## config.mk

```make
export PLATFORM = sky130hd
export DESIGN_NAME = knob_range_calibrate_and_map_flat
export DESIGN_NICKNAME = d
export VERILOG_FILES = /design/src/design/kbcal_pkg.sv /design/src/design/kbcal_in_if.sv /design/src/design/kbcal_out_if.sv /design/src/design/kbcal_div.sv /design/src/design/knob_range_calibrate_and_map.sv /design/src/flat_wrapper.sv
export VERILOG_INCLUDE_DIRS = /design/src /design/src/design
export SDC_FILE = /design/constraint.sdc
export NUM_CORES = 1
export LEC_CHECK = 0
export ABC_AREA = 1
export BUFFER_PORTS_ARGS = -buffer_cell sky130_fd_sc_hd__buf_2
export CAP_MARGIN = 40
export CORE_MARGIN = 1.5
export CORE_UTILIZATION = 50
export DETAILED_ROUTE_END_ITERATION = 8
export PLACE_DENSITY = 0.8
export SYNTH_ARGS = -nofsm -noshare
export SYNTH_HDL_FRONTEND = slang
export SYNTH_SLANG_ARGS = --single-unit
export TNS_END_PERCENT = 30
```

## constraint.sdc

```tcl
create_clock -name i_clk -period 15.9 [get_ports i_clk]
set_input_delay 1.59 -clock i_clk [delete_from_list [all_inputs] [get_ports i_clk]]
set_output_delay 1.59 -clock i_clk [all_outputs]
set_load 0.02 [all_outputs]
```

## src/design/knob_range_calibrate_and_map_macros.svh

```systemverilog
// ----------------------------------------------------------------------------
// knob range calibration: assertion macros
// immediate-implication and next-cycle-implication forms, empty in synthesis
// ----------------------------------------------------------------------------
`ifndef KNOB_RANGE_CALIBRATE_AND_MAP_MACROS_SVH
`define KNOB_RANGE_CALIBRATE_AND_MAP_MACROS_SVH

`ifndef SYNTHESIS

`define KBCAL_ASSERT_IMP(label, ante, cons, msg) \
    label: assert property (@(posedge i_clk) disable iff (!i_rst_n) (ante) |-> (cons)) \
        else $error(msg);

`define KBCAL_ASSERT_NXT(label, ante, cons, msg) \
    label: assert property (@(posedge i_clk) disable iff (!i_rst_n) (ante) |=> (cons)) \
        else $error(msg);

`else

`define KBCAL_ASSERT_IMP(label, ante, cons, msg)

`define KBCAL_ASSERT_NXT(label, ante, cons, msg)

`endif

`endif

```

## src/design/kbcal_pkg.sv

```systemverilog
// ----------------------------------------------------------------------------
// kbcal_pkg
// types and constants shared by the knob range calibration block
// ----------------------------------------------------------------------------
package kbcal_pkg;

    localparam int ADC_BITS = 10;
    localparam int WIN_W    = 32;
    localparam int LIM_W    = 12;   // signed limits, hold the presets
    localparam int SPAN_W   = 11;   // signed span
    localparam int DIFF_W   = LIM_W + 1;
    localparam int SCALE_W  = 8;
    localparam int NUM_W    = DIFF_W - 1 + SCALE_W;  // dividend magnitude
    localparam int DEN_W    = SPAN_W;                // divisor magnitude
    localparam int OUT_W    = 16;
    localparam int CFG_W    = 32;
    localparam int CFG_IDX_W = 2;

    localparam logic [NUM_W-1:0] SCALE = NUM_W'(255);
    localparam logic signed [LIM_W-1:0] PRESET_LOW  = LIM_W'(2000);
    localparam logic signed [LIM_W-1:0] PRESET_HIGH = -LIM_W'(1000);
    localparam logic [ADC_BITS-1:0] OK_LOW_MAX  = ADC_BITS'(50);
    localparam logic [ADC_BITS-1:0] OK_HIGH_MIN = ADC_BITS'(970);
    localparam logic [ADC_BITS-1:0] OK_HIGH_MAX = ADC_BITS'(1023);
    localparam logic [WIN_W-1:0] WINDOW_RST = WIN_W'(9000);
    localparam logic [NUM_W-1:0] SAT_POS = NUM_W'(32767);
    localparam logic [NUM_W-1:0] SAT_NEG = NUM_W'(32768);

    typedef enum logic [1:0] {
        CMD_SAMPLE  = 2'd0,
        CMD_CAL     = 2'd1,
        CMD_RESTORE = 2'd2,
        CMD_NOP     = 2'd3
    } t_cmd;

    typedef enum logic [1:0] {
        PH_IDLE  = 2'd0,
        PH_ARM   = 2'd1,
        PH_TRACK = 2'd2,
        PH_DONE  = 2'd3
    } t_phase;

    typedef enum logic [CFG_IDX_W-1:0] {
        CFG_WINDOW    = 2'd0,
        CFG_STORED_LO = 2'd1,
        CFG_STORED_HI = 2'd2
    } t_cfg_idx;

    typedef enum logic [1:0] {
        ST_IDLE,
        ST_DIV,
        ST_PUT
    } t_state;

    typedef struct packed {
        logic signed [OUT_W-1:0] mapped_value;
        logic                    is_calibrated;
        logic                    save_request;
        logic [ADC_BITS-1:0]     limit_low;
        logic [ADC_BITS-1:0]     limit_high;
        logic [1:0]              cal_phase;
        logic                    range_zero;
    } t_res;

    // divider handshake towards the sequencer
    typedef struct packed {
        logic busy;
        logic done;
    } t_div_stat;

endpackage

```

## src/design/kbcal_in_if.sv

```systemverilog
// ----------------------------------------------------------------------------
// kbcal_in_if
// input channel: command, sample and timestamp words
// ----------------------------------------------------------------------------
interface kbcal_in_if;
    logic                              valid;
    logic                              ready;
    logic [1:0]                        command;
    logic [kbcal_pkg::ADC_BITS-1:0]    sample;
    logic [kbcal_pkg::WIN_W-1:0]       now_ms;

    modport source (output valid, output command, output sample, output now_ms,
                    input ready);
    modport sink   (input valid, input command, input sample, input now_ms,
                    output ready);
endinterface

```

## src/design/kbcal_out_if.sv

```systemverilog
// ----------------------------------------------------------------------------
// kbcal_out_if
// result channel: mapped position and calibration status words
// ----------------------------------------------------------------------------
interface kbcal_out_if;
    logic                                   valid;
    logic                                   ready;
    logic signed [kbcal_pkg::OUT_W-1:0]     mapped_value;
    logic                                   is_calibrated;
    logic                                   save_request;
    logic [kbcal_pkg::ADC_BITS-1:0]         limit_low;
    logic [kbcal_pkg::ADC_BITS-1:0]         limit_high;
    logic [1:0]                             cal_phase;
    logic                                   range_zero;

    modport source (output valid, output mapped_value, output is_calibrated,
                    output save_request, output limit_low, output limit_high,
                    output cal_phase, output range_zero, input ready);
    modport sink   (input valid, input mapped_value, input is_calibrated,
                    input save_request, input limit_low, input limit_high,
                    input cal_phase, input range_zero, output ready);
endinterface

```

## src/design/kbcal_div.sv

```systemverilog
// ----------------------------------------------------------------------------
// kbcal_div
// restoring divider on magnitudes, one quotient bit per cycle
// ----------------------------------------------------------------------------
module kbcal_div (
    input  logic                             i_clk,
    input  logic                             i_rst_n,
    input  logic                             i_start,
    input  logic [kbcal_pkg::NUM_W-1:0]      i_dividend,
    input  logic [kbcal_pkg::DEN_W-1:0]      i_divisor,
    output kbcal_pkg::t_div_stat             o_stat,
    output logic [kbcal_pkg::NUM_W-1:0]      o_quot
);
    localparam int CNT_W = $clog2(kbcal_pkg::NUM_W);
    localparam logic [CNT_W-1:0] LAST = CNT_W'(kbcal_pkg::NUM_W - 1);

    logic                          r_busy, n_busy;
    logic                          r_done, n_done;
    logic [CNT_W-1:0]              r_cnt, n_cnt;
    logic [kbcal_pkg::NUM_W-1:0]   r_quot, n_quot;
    logic [kbcal_pkg::DEN_W-1:0]   r_rem, n_rem;
    logic [kbcal_pkg::DEN_W-1:0]   r_den, n_den;
    logic [kbcal_pkg::DEN_W:0]     trial;
    logic [kbcal_pkg::DEN_W:0]     diff;

    always_comb begin
        n_busy = r_busy;
        n_done = 1'b0;
        n_cnt  = r_cnt;
        n_quot = r_quot;
        n_rem  = r_rem;
        n_den  = r_den;
        trial  = {r_rem, r_quot[kbcal_pkg::NUM_W-1]};
        diff   = trial - {1'b0, r_den};
        if (i_start) begin
            n_busy = 1'b1;
            n_cnt  = '0;
            n_quot = i_dividend;
            n_rem  = '0;
            n_den  = i_divisor;
        end else if (r_busy) begin
            // remainder stays below the divisor, so the trial fits one bit more
            if (trial >= {1'b0, r_den}) begin
                n_rem  = diff[kbcal_pkg::DEN_W-1:0];
                n_quot = {r_quot[kbcal_pkg::NUM_W-2:0], 1'b1};
            end else begin
                n_rem  = trial[kbcal_pkg::DEN_W-1:0];
                n_quot = {r_quot[kbcal_pkg::NUM_W-2:0], 1'b0};
            end
            n_cnt = r_cnt + CNT_W'(1);
            if (r_cnt == LAST) begin
                n_busy = 1'b0;
                n_done = 1'b1;
            end
        end
    end

    always_ff @(posedge i_clk) begin
        if (!i_rst_n) begin
            r_busy <= 1'b0;
            r_done <= 1'b0;
            r_cnt  <= '0;
        end else begin
            r_busy <= n_busy;
            r_done <= n_done;
            r_cnt  <= n_cnt;
        end
        r_quot <= n_quot;
        r_rem  <= n_rem;
        r_den  <= n_den;
    end

    assign o_stat.busy = r_busy;
    assign o_stat.done = r_done;
    assign o_quot      = r_quot;
endmodule

```

## src/design/knob_range_calibrate_and_map.sv

```systemverilog
// ----------------------------------------------------------------------------
// knob_range_calibrate_and_map
// learns the usable travel of an analogue knob and maps samples so that this travel spans 0..255
// ----------------------------------------------------------------------------
// One word in gives one word out. A start command arms a calibration; the
// next sample opens a timed window and presets the limits, later samples
// widen them until the elapsed time (32-bit wrapping) exceeds cal_window_ms,
// and the sample after that reports a save request with the limits. A
// restore command loads stored_min/stored_max and marks the knob calibrated
// when they lie in the accepted bands. When calibrated and idle, a sample
// maps to trunc((sample - low) * 255 / span), saturated to 16-bit signed;
// a zero span gives 0 with range_zero set. Timing: every accepted word is
// registered as a pending word and handed to the output register once
// that is free; a mapped sample first goes through the restoring divider
// at one quotient bit per cycle. The input is not ready until the current
// word has reached the output register; a finished word may wait there
// while the next one is taken. Configuration writes are single-cycle; the
// user must make them only while the block is idle, as the block itself
// does not enforce this.
// ----------------------------------------------------------------------------
`include "knob_range_calibrate_and_map_macros.svh"

module knob_range_calibrate_and_map (
    input  logic                                 i_clk,
    input  logic                                 i_rst_n,
    kbcal_in_if.sink                             i_in,
    kbcal_out_if.source                          o_res,
    input  logic                                 i_cfg_we,
    input  logic [kbcal_pkg::CFG_IDX_W-1:0]      i_cfg_idx,
    input  logic [kbcal_pkg::CFG_W-1:0]          i_cfg_data
);
    localparam int LIM_W  = kbcal_pkg::LIM_W;
    localparam int SPAN_W = kbcal_pkg::SPAN_W;
    localparam int DIFF_W = kbcal_pkg::DIFF_W;
    localparam int NUM_W  = kbcal_pkg::NUM_W;
    localparam int ADC_W  = kbcal_pkg::ADC_BITS;

    // configuration registers
    logic [kbcal_pkg::WIN_W-1:0]   r_window;
    logic [ADC_W-1:0]              r_stored_lo;
    logic [ADC_W-1:0]              r_stored_hi;

    // calibration state
    kbcal_pkg::t_phase             r_phase, n_phase;
    logic signed [LIM_W-1:0]       r_low, n_low;
    logic signed [LIM_W-1:0]       r_high, n_high;
    logic signed [SPAN_W-1:0]      r_span, n_span;
    logic [kbcal_pkg::WIN_W-1:0]   r_wstart, n_wstart;
    logic                          r_cal, n_cal;

    // sequencer and result path
    kbcal_pkg::t_state             r_state, n_state;
    kbcal_pkg::t_res               r_pend, n_pend;
    kbcal_pkg::t_res               r_out;
    logic                          r_out_valid, n_out_valid;
    logic                          r_qneg, n_qneg;

    // decode
    logic                          in_ready;
    logic                          acc;
    logic                          do_map;
    logic                          load_out;
    logic                          div_start;
    kbcal_pkg::t_cmd               cmd;
    logic signed [LIM_W-1:0]       s_ext;
    logic signed [LIM_W-1:0]       lo_trk, hi_trk;
    logic signed [LIM_W-1:0]       span_full;
    logic [kbcal_pkg::WIN_W-1:0]   elapsed;
    logic                          win_over;
    logic signed [DIFF_W-1:0]      diff;
    logic [DIFF_W-2:0]             diff_mag;
    logic [kbcal_pkg::DEN_W-1:0]   span_mag;
    logic [NUM_W-1:0]              num_mag;
    logic                          restore_ok;
    logic                          span_zero;

    // divider
    kbcal_pkg::t_div_stat          div_stat;
    logic [NUM_W-1:0]              div_quot;
    logic signed [kbcal_pkg::OUT_W-1:0] sat_val;

    assign cmd     = kbcal_pkg::t_cmd'(i_in.command);
    assign acc     = i_in.valid && in_ready;
    assign s_ext   = signed'(LIM_W'(i_in.sample));
    assign elapsed = i_in.now_ms - r_wstart;
    assign win_over = elapsed > r_window;
    assign lo_trk  = (s_ext < r_low)  ? s_ext : r_low;
    assign hi_trk  = (s_ext > r_high) ? s_ext : r_high;
    assign span_full = hi_trk - lo_trk;
    assign span_zero = (r_span == '0);

    // magnitudes for the divider, sign kept aside
    assign diff     = {s_ext[LIM_W-1], s_ext} - {r_low[LIM_W-1], r_low};
    assign diff_mag = diff[DIFF_W-1] ? (DIFF_W-1)'(-diff) : diff[DIFF_W-2:0];
    assign span_mag = r_span[SPAN_W-1] ? kbcal_pkg::DEN_W'(-r_span)
                                       : kbcal_pkg::DEN_W'(r_span);
    assign num_mag  = NUM_W'(diff_mag) * kbcal_pkg::SCALE;

    assign restore_ok = (r_stored_lo <= kbcal_pkg::OK_LOW_MAX) &&
                        (r_stored_hi >= kbcal_pkg::OK_HIGH_MIN) &&
                        (r_stored_hi <= kbcal_pkg::OK_HIGH_MAX);

    assign do_map = (cmd == kbcal_pkg::CMD_SAMPLE) && (r_phase == kbcal_pkg::PH_IDLE) &&
                    r_cal && !span_zero;

    // saturate the signed quotient to 16 bits
    always_comb begin
        if (r_qneg) begin
            if (div_quot > kbcal_pkg::SAT_NEG) begin
                sat_val = signed'(kbcal_pkg::OUT_W'(kbcal_pkg::SAT_NEG));
            end else begin
                sat_val = -signed'(kbcal_pkg::OUT_W'(div_quot));
            end
        end else begin
            if (div_quot > kbcal_pkg::SAT_POS) begin
                sat_val = signed'(kbcal_pkg::OUT_W'(kbcal_pkg::SAT_POS));
            end else begin
                sat_val = signed'(kbcal_pkg::OUT_W'(div_quot));
            end
        end
    end

    // calibration state and pending result word
    always_comb begin
        n_phase  = r_phase;
        n_low    = r_low;
        n_high   = r_high;
        n_span   = r_span;
        n_wstart = r_wstart;
        n_cal    = r_cal;
        n_pend   = r_pend;
        n_qneg   = r_qneg;
        if (acc) begin
            n_pend.mapped_value = '0;
            n_pend.save_request = 1'b0;
            n_pend.limit_low    = '0;
            n_pend.limit_high   = '0;
            n_pend.range_zero   = 1'b0;
            case (cmd)
                kbcal_pkg::CMD_CAL: begin
                    n_phase = kbcal_pkg::PH_ARM;
                end
                kbcal_pkg::CMD_RESTORE: begin
                    n_low  = signed'(LIM_W'(r_stored_lo));
                    n_high = signed'(LIM_W'(r_stored_hi));
                    n_span = SPAN_W'({1'b0, r_stored_hi} - {1'b0, r_stored_lo});
                    n_cal  = restore_ok;
                end
                kbcal_pkg::CMD_SAMPLE: begin
                    case (r_phase)
                        kbcal_pkg::PH_ARM: begin
                            n_wstart = i_in.now_ms;
                            n_low    = kbcal_pkg::PRESET_LOW;
                            n_high   = kbcal_pkg::PRESET_HIGH;
                            n_cal    = 1'b0;
                            n_phase  = kbcal_pkg::PH_TRACK;
                        end
                        kbcal_pkg::PH_TRACK: begin
                            n_low  = lo_trk;
                            n_high = hi_trk;
                            if (win_over) begin
                                n_phase  = kbcal_pkg::PH_DONE;
                                n_span   = SPAN_W'(span_full);
                                n_wstart = i_in.now_ms;
                            end
                        end
                        kbcal_pkg::PH_DONE: begin
                            n_phase = kbcal_pkg::PH_IDLE;
                            n_cal   = 1'b1;
                            n_pend.save_request = 1'b1;
                            n_pend.limit_low    = r_low[ADC_W-1:0];
                            n_pend.limit_high   = r_high[ADC_W-1:0];
                        end
                        default: begin
                            if (r_cal && span_zero) begin
                                n_pend.range_zero = 1'b1;
                            end
                            n_qneg = diff[DIFF_W-1] ^ r_span[SPAN_W-1];
                        end
                    endcase
                end
                default: begin
                end
            endcase
            n_pend.is_calibrated = n_cal;
            n_pend.cal_phase     = n_phase;
        end else if (div_stat.done) begin
            n_pend.mapped_value = sat_val;
        end
    end

    // sequencer: next state
    always_comb begin
        n_state = r_state;
        unique case (r_state)
            kbcal_pkg::ST_IDLE: begin
                if (acc) begin
                    n_state = do_map ? kbcal_pkg::ST_DIV : kbcal_pkg::ST_PUT;
                end
            end
            kbcal_pkg::ST_DIV: begin
                if (div_stat.done) begin
                    n_state = kbcal_pkg::ST_PUT;
                end
            end
            kbcal_pkg::ST_PUT: begin
                if (!r_out_valid || o_res.ready) begin
                    n_state = kbcal_pkg::ST_IDLE;
                end
            end
            default: begin
                n_state = kbcal_pkg::ST_IDLE;
            end
        endcase
    end

    // sequencer: outputs
    always_comb begin
        in_ready  = 1'b0;
        div_start = 1'b0;
        load_out  = 1'b0;
        unique case (r_state)
            kbcal_pkg::ST_IDLE: begin
                in_ready  = 1'b1;
                div_start = i_in.valid && do_map;
            end
            kbcal_pkg::ST_PUT: begin
                load_out = !r_out_valid || o_res.ready;
            end
            default: begin
            end
        endcase
    end

    // output register frees the input side while a word waits downstream
    always_comb begin
        n_out_valid = r_out_valid;
        if (load_out) begin
            n_out_valid = 1'b1;
        end else if (o_res.ready) begin
            n_out_valid = 1'b0;
        end
    end

    kbcal_div u_div (
        .i_clk      (i_clk),
        .i_rst_n    (i_rst_n),
        .i_start    (div_start),
        .i_dividend (num_mag),
        .i_divisor  (span_mag),
        .o_stat     (div_stat),
        .o_quot     (div_quot)
    );

    always_ff @(posedge i_clk) begin
        if (!i_rst_n) begin
            r_window    <= kbcal_pkg::WINDOW_RST;
            r_stored_lo <= '0;
            r_stored_hi <= kbcal_pkg::OK_HIGH_MAX;
            r_phase     <= kbcal_pkg::PH_IDLE;
            r_low       <= '0;
            r_high      <= signed'(LIM_W'(kbcal_pkg::OK_HIGH_MAX));
            r_span      <= signed'(SPAN_W'(kbcal_pkg::OK_HIGH_MAX));
            r_wstart    <= '0;
            r_cal       <= 1'b0;
            r_state     <= kbcal_pkg::ST_IDLE;
            r_out_valid <= 1'b0;
        end else begin
            if (i_cfg_we) begin
                case (i_cfg_idx)
                    kbcal_pkg::CFG_WINDOW:    r_window    <= i_cfg_data;
                    kbcal_pkg::CFG_STORED_LO: r_stored_lo <= i_cfg_data[ADC_W-1:0];
                    kbcal_pkg::CFG_STORED_HI: r_stored_hi <= i_cfg_data[ADC_W-1:0];
                    default: begin
                    end
                endcase
            end
            r_phase     <= n_phase;
            r_low       <= n_low;
            r_high      <= n_high;
            r_span      <= n_span;
            r_wstart    <= n_wstart;
            r_cal       <= n_cal;
            r_state     <= n_state;
            r_out_valid <= n_out_valid;
        end
        r_pend <= n_pend;
        r_qneg <= n_qneg;
        if (load_out) begin
            r_out <= r_pend;
        end
    end

    assign i_in.ready          = in_ready;
    assign o_res.valid         = r_out_valid;
    assign o_res.mapped_value  = r_out.mapped_value;
    assign o_res.is_calibrated = r_out.is_calibrated;
    assign o_res.save_request  = r_out.save_request;
    assign o_res.limit_low     = r_out.limit_low;
    assign o_res.limit_high    = r_out.limit_high;
    assign o_res.cal_phase     = r_out.cal_phase;
    assign o_res.range_zero    = r_out.range_zero;

    `KBCAL_ASSERT_IMP(a_div_done_in_div, div_stat.done, r_state == kbcal_pkg::ST_DIV, "divider finished outside the divide state")
    `KBCAL_ASSERT_IMP(a_div_busy_in_div, div_stat.busy, r_state == kbcal_pkg::ST_DIV, "divider running outside the divide state")
    `KBCAL_ASSERT_NXT(a_acc_leaves_idle, acc, r_state != kbcal_pkg::ST_IDLE, "accepted word did not start the sequencer")
    `KBCAL_ASSERT_IMP(a_save_is_final, r_out_valid && r_out.save_request, r_out.is_calibrated && r_out.cal_phase == kbcal_pkg::PH_IDLE, "save request without a finished calibration")
    `KBCAL_ASSERT_IMP(a_zero_gives_zero, r_out_valid && r_out.range_zero, r_out.mapped_value == '0, "zero span with a non-zero position")
endmodule
```

## src/flat_wrapper.sv

```systemverilog
// flat-port wrapper written by rule: the top's interface ports become plain ports
module knob_range_calibrate_and_map_flat 
  (i_clk, i_rst_n, i_cfg_we, i_cfg_idx, i_cfg_data, i_in_valid, i_in_command, i_in_sample, i_in_now_ms, i_in_ready, o_res_valid, o_res_mapped_value, o_res_is_calibrated, o_res_save_request, o_res_limit_low, o_res_limit_high, o_res_cal_phase, o_res_range_zero, o_res_ready);
  kbcal_in_if i_in_i ();
  kbcal_out_if o_res_i ();
  input  logic i_clk;
  input  logic i_rst_n;
  input  logic i_cfg_we;
  input  logic [kbcal_pkg::CFG_IDX_W-1:0] i_cfg_idx;
  input  logic [kbcal_pkg::CFG_W-1:0] i_cfg_data;
  input wire logic [$bits(i_in_i.valid)-1:0] i_in_valid;
  input wire logic [$bits(i_in_i.command)-1:0] i_in_command;
  input wire logic [$bits(i_in_i.sample)-1:0] i_in_sample;
  input wire logic [$bits(i_in_i.now_ms)-1:0] i_in_now_ms;
  output wire logic [$bits(i_in_i.ready)-1:0] i_in_ready;
  output wire logic [$bits(o_res_i.valid)-1:0] o_res_valid;
  output wire logic [$bits(o_res_i.mapped_value)-1:0] o_res_mapped_value;
  output wire logic [$bits(o_res_i.is_calibrated)-1:0] o_res_is_calibrated;
  output wire logic [$bits(o_res_i.save_request)-1:0] o_res_save_request;
  output wire logic [$bits(o_res_i.limit_low)-1:0] o_res_limit_low;
  output wire logic [$bits(o_res_i.limit_high)-1:0] o_res_limit_high;
  output wire logic [$bits(o_res_i.cal_phase)-1:0] o_res_cal_phase;
  output wire logic [$bits(o_res_i.range_zero)-1:0] o_res_range_zero;
  input wire logic [$bits(o_res_i.ready)-1:0] o_res_ready;
  assign i_in_i.valid = i_in_valid;
  assign i_in_i.command = i_in_command;
  assign i_in_i.sample = i_in_sample;
  assign i_in_i.now_ms = i_in_now_ms;
  assign i_in_ready = i_in_i.ready;
  assign o_res_valid = o_res_i.valid;
  assign o_res_mapped_value = o_res_i.mapped_value;
  assign o_res_is_calibrated = o_res_i.is_calibrated;
  assign o_res_save_request = o_res_i.save_request;
  assign o_res_limit_low = o_res_i.limit_low;
  assign o_res_limit_high = o_res_i.limit_high;
  assign o_res_cal_phase = o_res_i.cal_phase;
  assign o_res_range_zero = o_res_i.range_zero;
  assign o_res_i.ready = o_res_ready;
  knob_range_calibrate_and_map u_core (.i_clk(i_clk), .i_rst_n(i_rst_n), .i_in(i_in_i), .o_res(o_res_i), .i_cfg_we(i_cfg_we), .i_cfg_idx(i_cfg_idx), .i_cfg_data(i_cfg_data));
endmodule
```

# Yosys cells after proc, flatten, opt, wreduce, memory -nomap -nowiden
# Cells that the tools add are included.
# word_totals
ram_bits	0
latchBits	0
register_bits	257
in_bits	83
out_inout_bits	43
mem_bits_ro	0
memories	0
# classes
eq_ne	17
n_lt_le_gt_ge	9
muxes	41
div	0
reduce_logical	33
bitwise	5
shift	0
n_mul	1
n_addsub	9
# ops
op	n
one-hot mux 12 bit (2 select lines)	4
one-hot mux 32 bit (2 select lines)	1
2-to-1 mux 16 bit	3
2-to-1 mux 20 bit	2
2-to-1 mux 12 bit	3
2-to-1 mux 11 bit	3
greater-than comparator 32 bit	1
2-to-1 mux 32 bit	1
subtractor 32 bit	1
one-hot mux 11 bit (2 select lines)	1
subtractor 11 bit	2
2-to-1 mux 21 bit	1
greater-than comparator 20 x 15 -> 1 bit, second input constant	1
greater-than comparator 20 x 16 -> 1 bit, second input constant	1
multiplier 12 x 8 -> 20 bit, second input constant	1
negator 16 bit	1
subtractor 11 x 12 -> 13 bit	1
>= comparator 12 x 11 -> 1 bit	1
greater-than comparator 11 x 12 -> 1 bit	1
less-than comparator 11 x 12 -> 1 bit	1
negator 12 bit	1
one-hot mux 2 bit (3 select lines)	2
logical NOT 11 bit	1
2-to-1 mux 1 bit	11
other kinds (29)	69

# Logic depth before layout (Yosys ltp)
# depth
word_depth	7
ltp_mapped	37

# By module
# A second synthesis with hierarchy kept.
# unflattened
hier_cells	2438
hier_area_um2	18481.5
# by_module_without_submodules
mod	area_each_um2	cells_each	seq_area_each_um2	instances
knob_range_calibrate_and_map	15671.3	2088	4814.6	1
kbcal_div	2810.2	350	1291.2	1

# Least setup slack after synthesis
# No wires, ideal clock.
# synth_path
kind	input -> register
startpoint	input i_in_sample[0]
endpoint	register u_core.u_div.r_quot, in the netlist u_core.u_div.o_quot[16] (data pin)
stages	28
slack_ps	8691
required_ps	15634
arrival_ps	6943
n_path_buf	0
cell_sequence	inv_1 ha_1 fa_1 inv_1 nand3_1 a21oi_2 nor2_4 inv_2 a21oi_1 xnor2_1 xnor2_1 inv_1 ha_1 fa_1 fa_1 inv_1 fa_1 inv_1 ha_1 a21oi_1 a21boi_0 o21ai_1 a21boi_0 o21ai_1 nand3_1 nand2_1 nor2_1 o22ai_1
# synth_via
elab_chain_len	5
# synth_lines
item	line_no	source
from (decl)	flat_wrapper.sv:13	input wire logic [$bits(i_in_i.sample)-1:0] i_in_sample;
subtractor 11 x 12 -> 13 bit *	knob_range_calibrate_and_map.sv:93	assign diff = {s_ext[LIM_W-1], s_ext} - {r_low[LIM_W-1], r_low};
negator 12 bit	knob_range_calibrate_and_map.sv:94	assign diff_mag = diff[DIFF_W-1] ? (DIFF_W-1)'(-diff) : diff[DIFF_W-2:0];
2-to-1 mux 12 bit *	knob_range_calibrate_and_map.sv:94	
multiplier 12 x 8 -> 20 bit *	knob_range_calibrate_and_map.sv:97	assign num_mag = NUM_W'(diff_mag) * kbcal_pkg::SCALE;
2-to-1 mux 20 bit *	kbcal_div.sv:35	if (i_start) begin
via u_core.u_div.n_quot, one bit	kbcal_div.sv:20	logic [kbcal_pkg::NUM_W-1:0] r_quot, n_quot;
to (signal assigned)	kbcal_div.sv:68	r_quot <= n_quot;
to (decl)	kbcal_div.sv:20	
# The timed path passes the listed nets; every way through them passes the cells marked *.
# A chain may end at the register's enable or synchronous reset.

# Final worst setup path
# Same ends and word-level chain as after synthesis.

==> results.sh <==
export IMPL_grt_pass1_vias=15150
export IMPL_area_growth_pct=11.90
export IMPL_final_common_cell="nand2_1"
export IMPL_fmax_mhz=136.5
export IMPL_final_cell_mix="nand2_1 (412), inv_1 (376), a21oi_1 (267), ha_1 (177), o21ai_0 (174)"
export IMPL_status="finished, final reports clean"
export IMPL_cts_root_buffer="clkbuf_16"
export IMPL_finalHoldViolCount=0
export IMPL_critical_path_required_ps=16200
export IMPL_clk_pin_slew_ps=60
export IMPL_slowest_delay_ps=550
export IMPL_synthArstFlopShare_pct=0
export IMPL_rsz0062_at_grt="false"
export IMPL_finalCritPeriodShare_pct=46.08
export IMPL_tns_ps=0
export IMPL_max_slew_margin_pct=41.98
export IMPL_clock_path_buffers=3
export IMPL_fillers=3158
export IMPL_fin_nets=2732
export IMPL_whs_ps=414.8
export IMPL_first_pass_iters=5
export IMPL_ys_ff_latch=256
export IMPL_cts_resized=0
export IMPL_clk_latency_ps=580
export IMPL_synth_cells=2335
export IMPL_vias=15780
export IMPL_drtIter0Drc=1150
export IMPL_fp_dieW_um=192.4
export IMPL_ys_seq_area_share_pct=34.03
export IMPL_arrival_ps=7620
export IMPL_dpl_cell_count=2870
export IMPL_die_area_um2=37030
export IMPL_start_kind="primary input"
export IMPL_place_congestion=0.9546
export IMPL_cp_end_kind="flop"
export IMPL_dpl_hpwl_um=35240
export IMPL_period_needed_ps=7327
export IMPL_ys_types=58
export IMPL_min_path_type="flop to flop"
export IMPL_cts_setup_buffers=0
export IMPL_grt_usage_pct=24.53
export IMPL_cpMaxStageDelayCell="fa_1"
export IMPL_core_area_um2=35480
export IMPL_htreeDepth=1
export IMPL_grt_overflow_total=0
export IMPL_peakVddDrop_mv=0.4034
export IMPL_dominantRegCellSynth="dfxtp_1"
export IMPL_wl_um=45450
export IMPL_place_area_um2=19030
export IMPL_fin_skew_ps=20.27
export IMPL_synthesis_area_um2=17940
export IMPL_start_util_pct=50.57
export IMPL_syn_avg_cell_area_um2=7.685
export IMPL_syn_nets=2627
export IMPL_drive_above_1_share_pct=10.76
export IMPL_slew_violations=0
export IMPL_drc=0
export IMPL_crit_type="primary input to flop"
export IMPL_cts_num_sinks=256
export IMPL_final_cells=2930
export IMPL_core_rowCount=69
export IMPL_powerDensity_nw_per_um2=200.2
export IMPL_synth_edf_count=98
export IMPL_ios=126
export IMPL_antenna_found_initial=7
export IMPL_yosysWarnings=0
export IMPL_cts_tree="built"
export IMPL_cts_inserted_buffers=29
export IMPL_path_common_cell="inv_1"
export IMPL_tightest_slew_ps=869.3
export IMPL_postCtsHoldBufs=0
export IMPL_p_leak_nw=9.116
export IMPL_maxCapViolCount=0
export IMPL_wl_per_cell_um=15.51
export IMPL_ant_nets=0
export IMPL_grt_max_degree=70
export IMPL_vias_per_cell=5.384
export IMPL_path_max_fanout=13
export IMPL_grt_pass1_wl_um=73540
export IMPL_design_area_um2=20080
export IMPL_fp_dieH_um=192.4
export IMPL_io_buffers=125
export IMPL_setup_viol_count_final=0
-- metrics by stage --
stage,util [%],power (mW),setup slack (ps)
after floorplan,-,2.807,8691
after global placement,53.36,3.237,8106
after detailed placement,53.64,3.295,7980
after CTS,56.54,4.033,8568
after global routing,56.55,4.480,8072
final,56.59,4.021,8573
-- final cells by class --
class                           count  area, um^2  share of cell area [%]
Multi-Input combinational cell   1623       10080                   50.22
Antenna cell                        6       15.01                 0.07478
Inverter                          389        1465                   7.297
Clock inverter                     21       249.0                   1.240
Clock buffer                       33       782.0                   3.895
Tap cell                          461       576.8                   2.873
Sequential cell                   256        6106                   30.41
Timing Repair Buffer              141       800.8                   3.988
-- state kept, by name, summed over array words and instances (netlist names), 2 cells and up --
name                       count
u_core.o_res.cal_phase         2
u_core.o_res.limit_high       10
u_core.o_res.limit_low        10
u_core.o_res.mapped_value     16
u_core.r_high                 12
u_core.r_low                  11
u_core.r_pend                 41
u_core.r_phase                 2
u_core.r_span                 11
u_core.r_state                 2
u_core.r_stored_hi            10
u_core.r_stored_lo            10
u_core.r_window               32
u_core.r_wstart               32
u_core.u_div.o_quot           20
u_core.u_div.r_cnt             5
u_core.u_div.r_den            11
u_core.u_div.r_rem            11
-- synth_stat cells (9+ instances only) --
cell type,count,area share (%)
o211ai_1,27,1.1
nand2_2,19,0.66
dfxtp_1,158,18
nor3_1,29,0.81
a21oi_1,267,7.4
nand2_1,412,8.6
inv_1,377,7.9
xnor2_1,32,1.6
ha_1,177,12
clkbuf_1,45,0.94
o21ai_1,11,0.31
nand4_1,22,0.77
o21ai_0,174,4.9
nand3_1,121,3.4
fa_1,32,3.6
edfxtp_1,98,16
o21bai_1,9,0.38
nor2_1,128,2.7
buf_2,12,0.33
xor2_1,59,2.9
-- final timing paths --
| kind | slack (ps) | startpoint | endpoint | depth (start not counted) |
|---|---|---|---|---|
| max | 8570 | i_in_sample[0] | u_core.u_div.o_quot[16]$_DFFE_PP_ | 29 |
| min | 410 | u_core.r_pend[17]$_SDFFCE_PN0P_ | u_core.o_res.limit_low[4]$_DFFE_PP_ | 0 |
| max reg2reg | 9330 | u_core.r_low[6]$_SDFFE_PN0P_ | u_core.u_div.o_quot[15]$_DFFE_PP_ | 35 |
| min reg2reg | 410 | u_core.r_pend[17]$_SDFFCE_PN0P_ | u_core.o_res.limit_low[4]$_DFFE_PP_ | 0 |
-- critical path: cells and delay by family --
family	cells	cell delay, ps
AND/OR/NAND/NOR	5	480
buffers and inverters	7	560
AO/OA/AOI/OAI	8	1400
XOR/XNOR	2	720
adder cells (fa/ha/maj)	7	2860
-- where the power goes --
group          switching, mW  internal (mW)  leakage, nW
clock network          0.290          0.424        0.506
registers             0.0251          0.725         2.22
logic                   1.53           1.02         6.39
-- routing by layer --
layer / up-vias / part of all wire, % / track usage, %
met2: 522 / 47 / 43.04
met3: 81 / 6.6 / 3.401
met4: 4 / 2.2 / 6.142
met1: 7180 / 44 / 31.66
li1: 7989 / - / -
met5: - / 0.055 / 0
-- kinds of logic after synthesis --
group	synth area share (%)
xor+xnor	4.533
buf+inv	9.860
flops	34.03
simple gates	19.03
fa+ha+maj	15.91
compound gates	16.64
No activity file was read; power rests on OpenSTA's default activity.
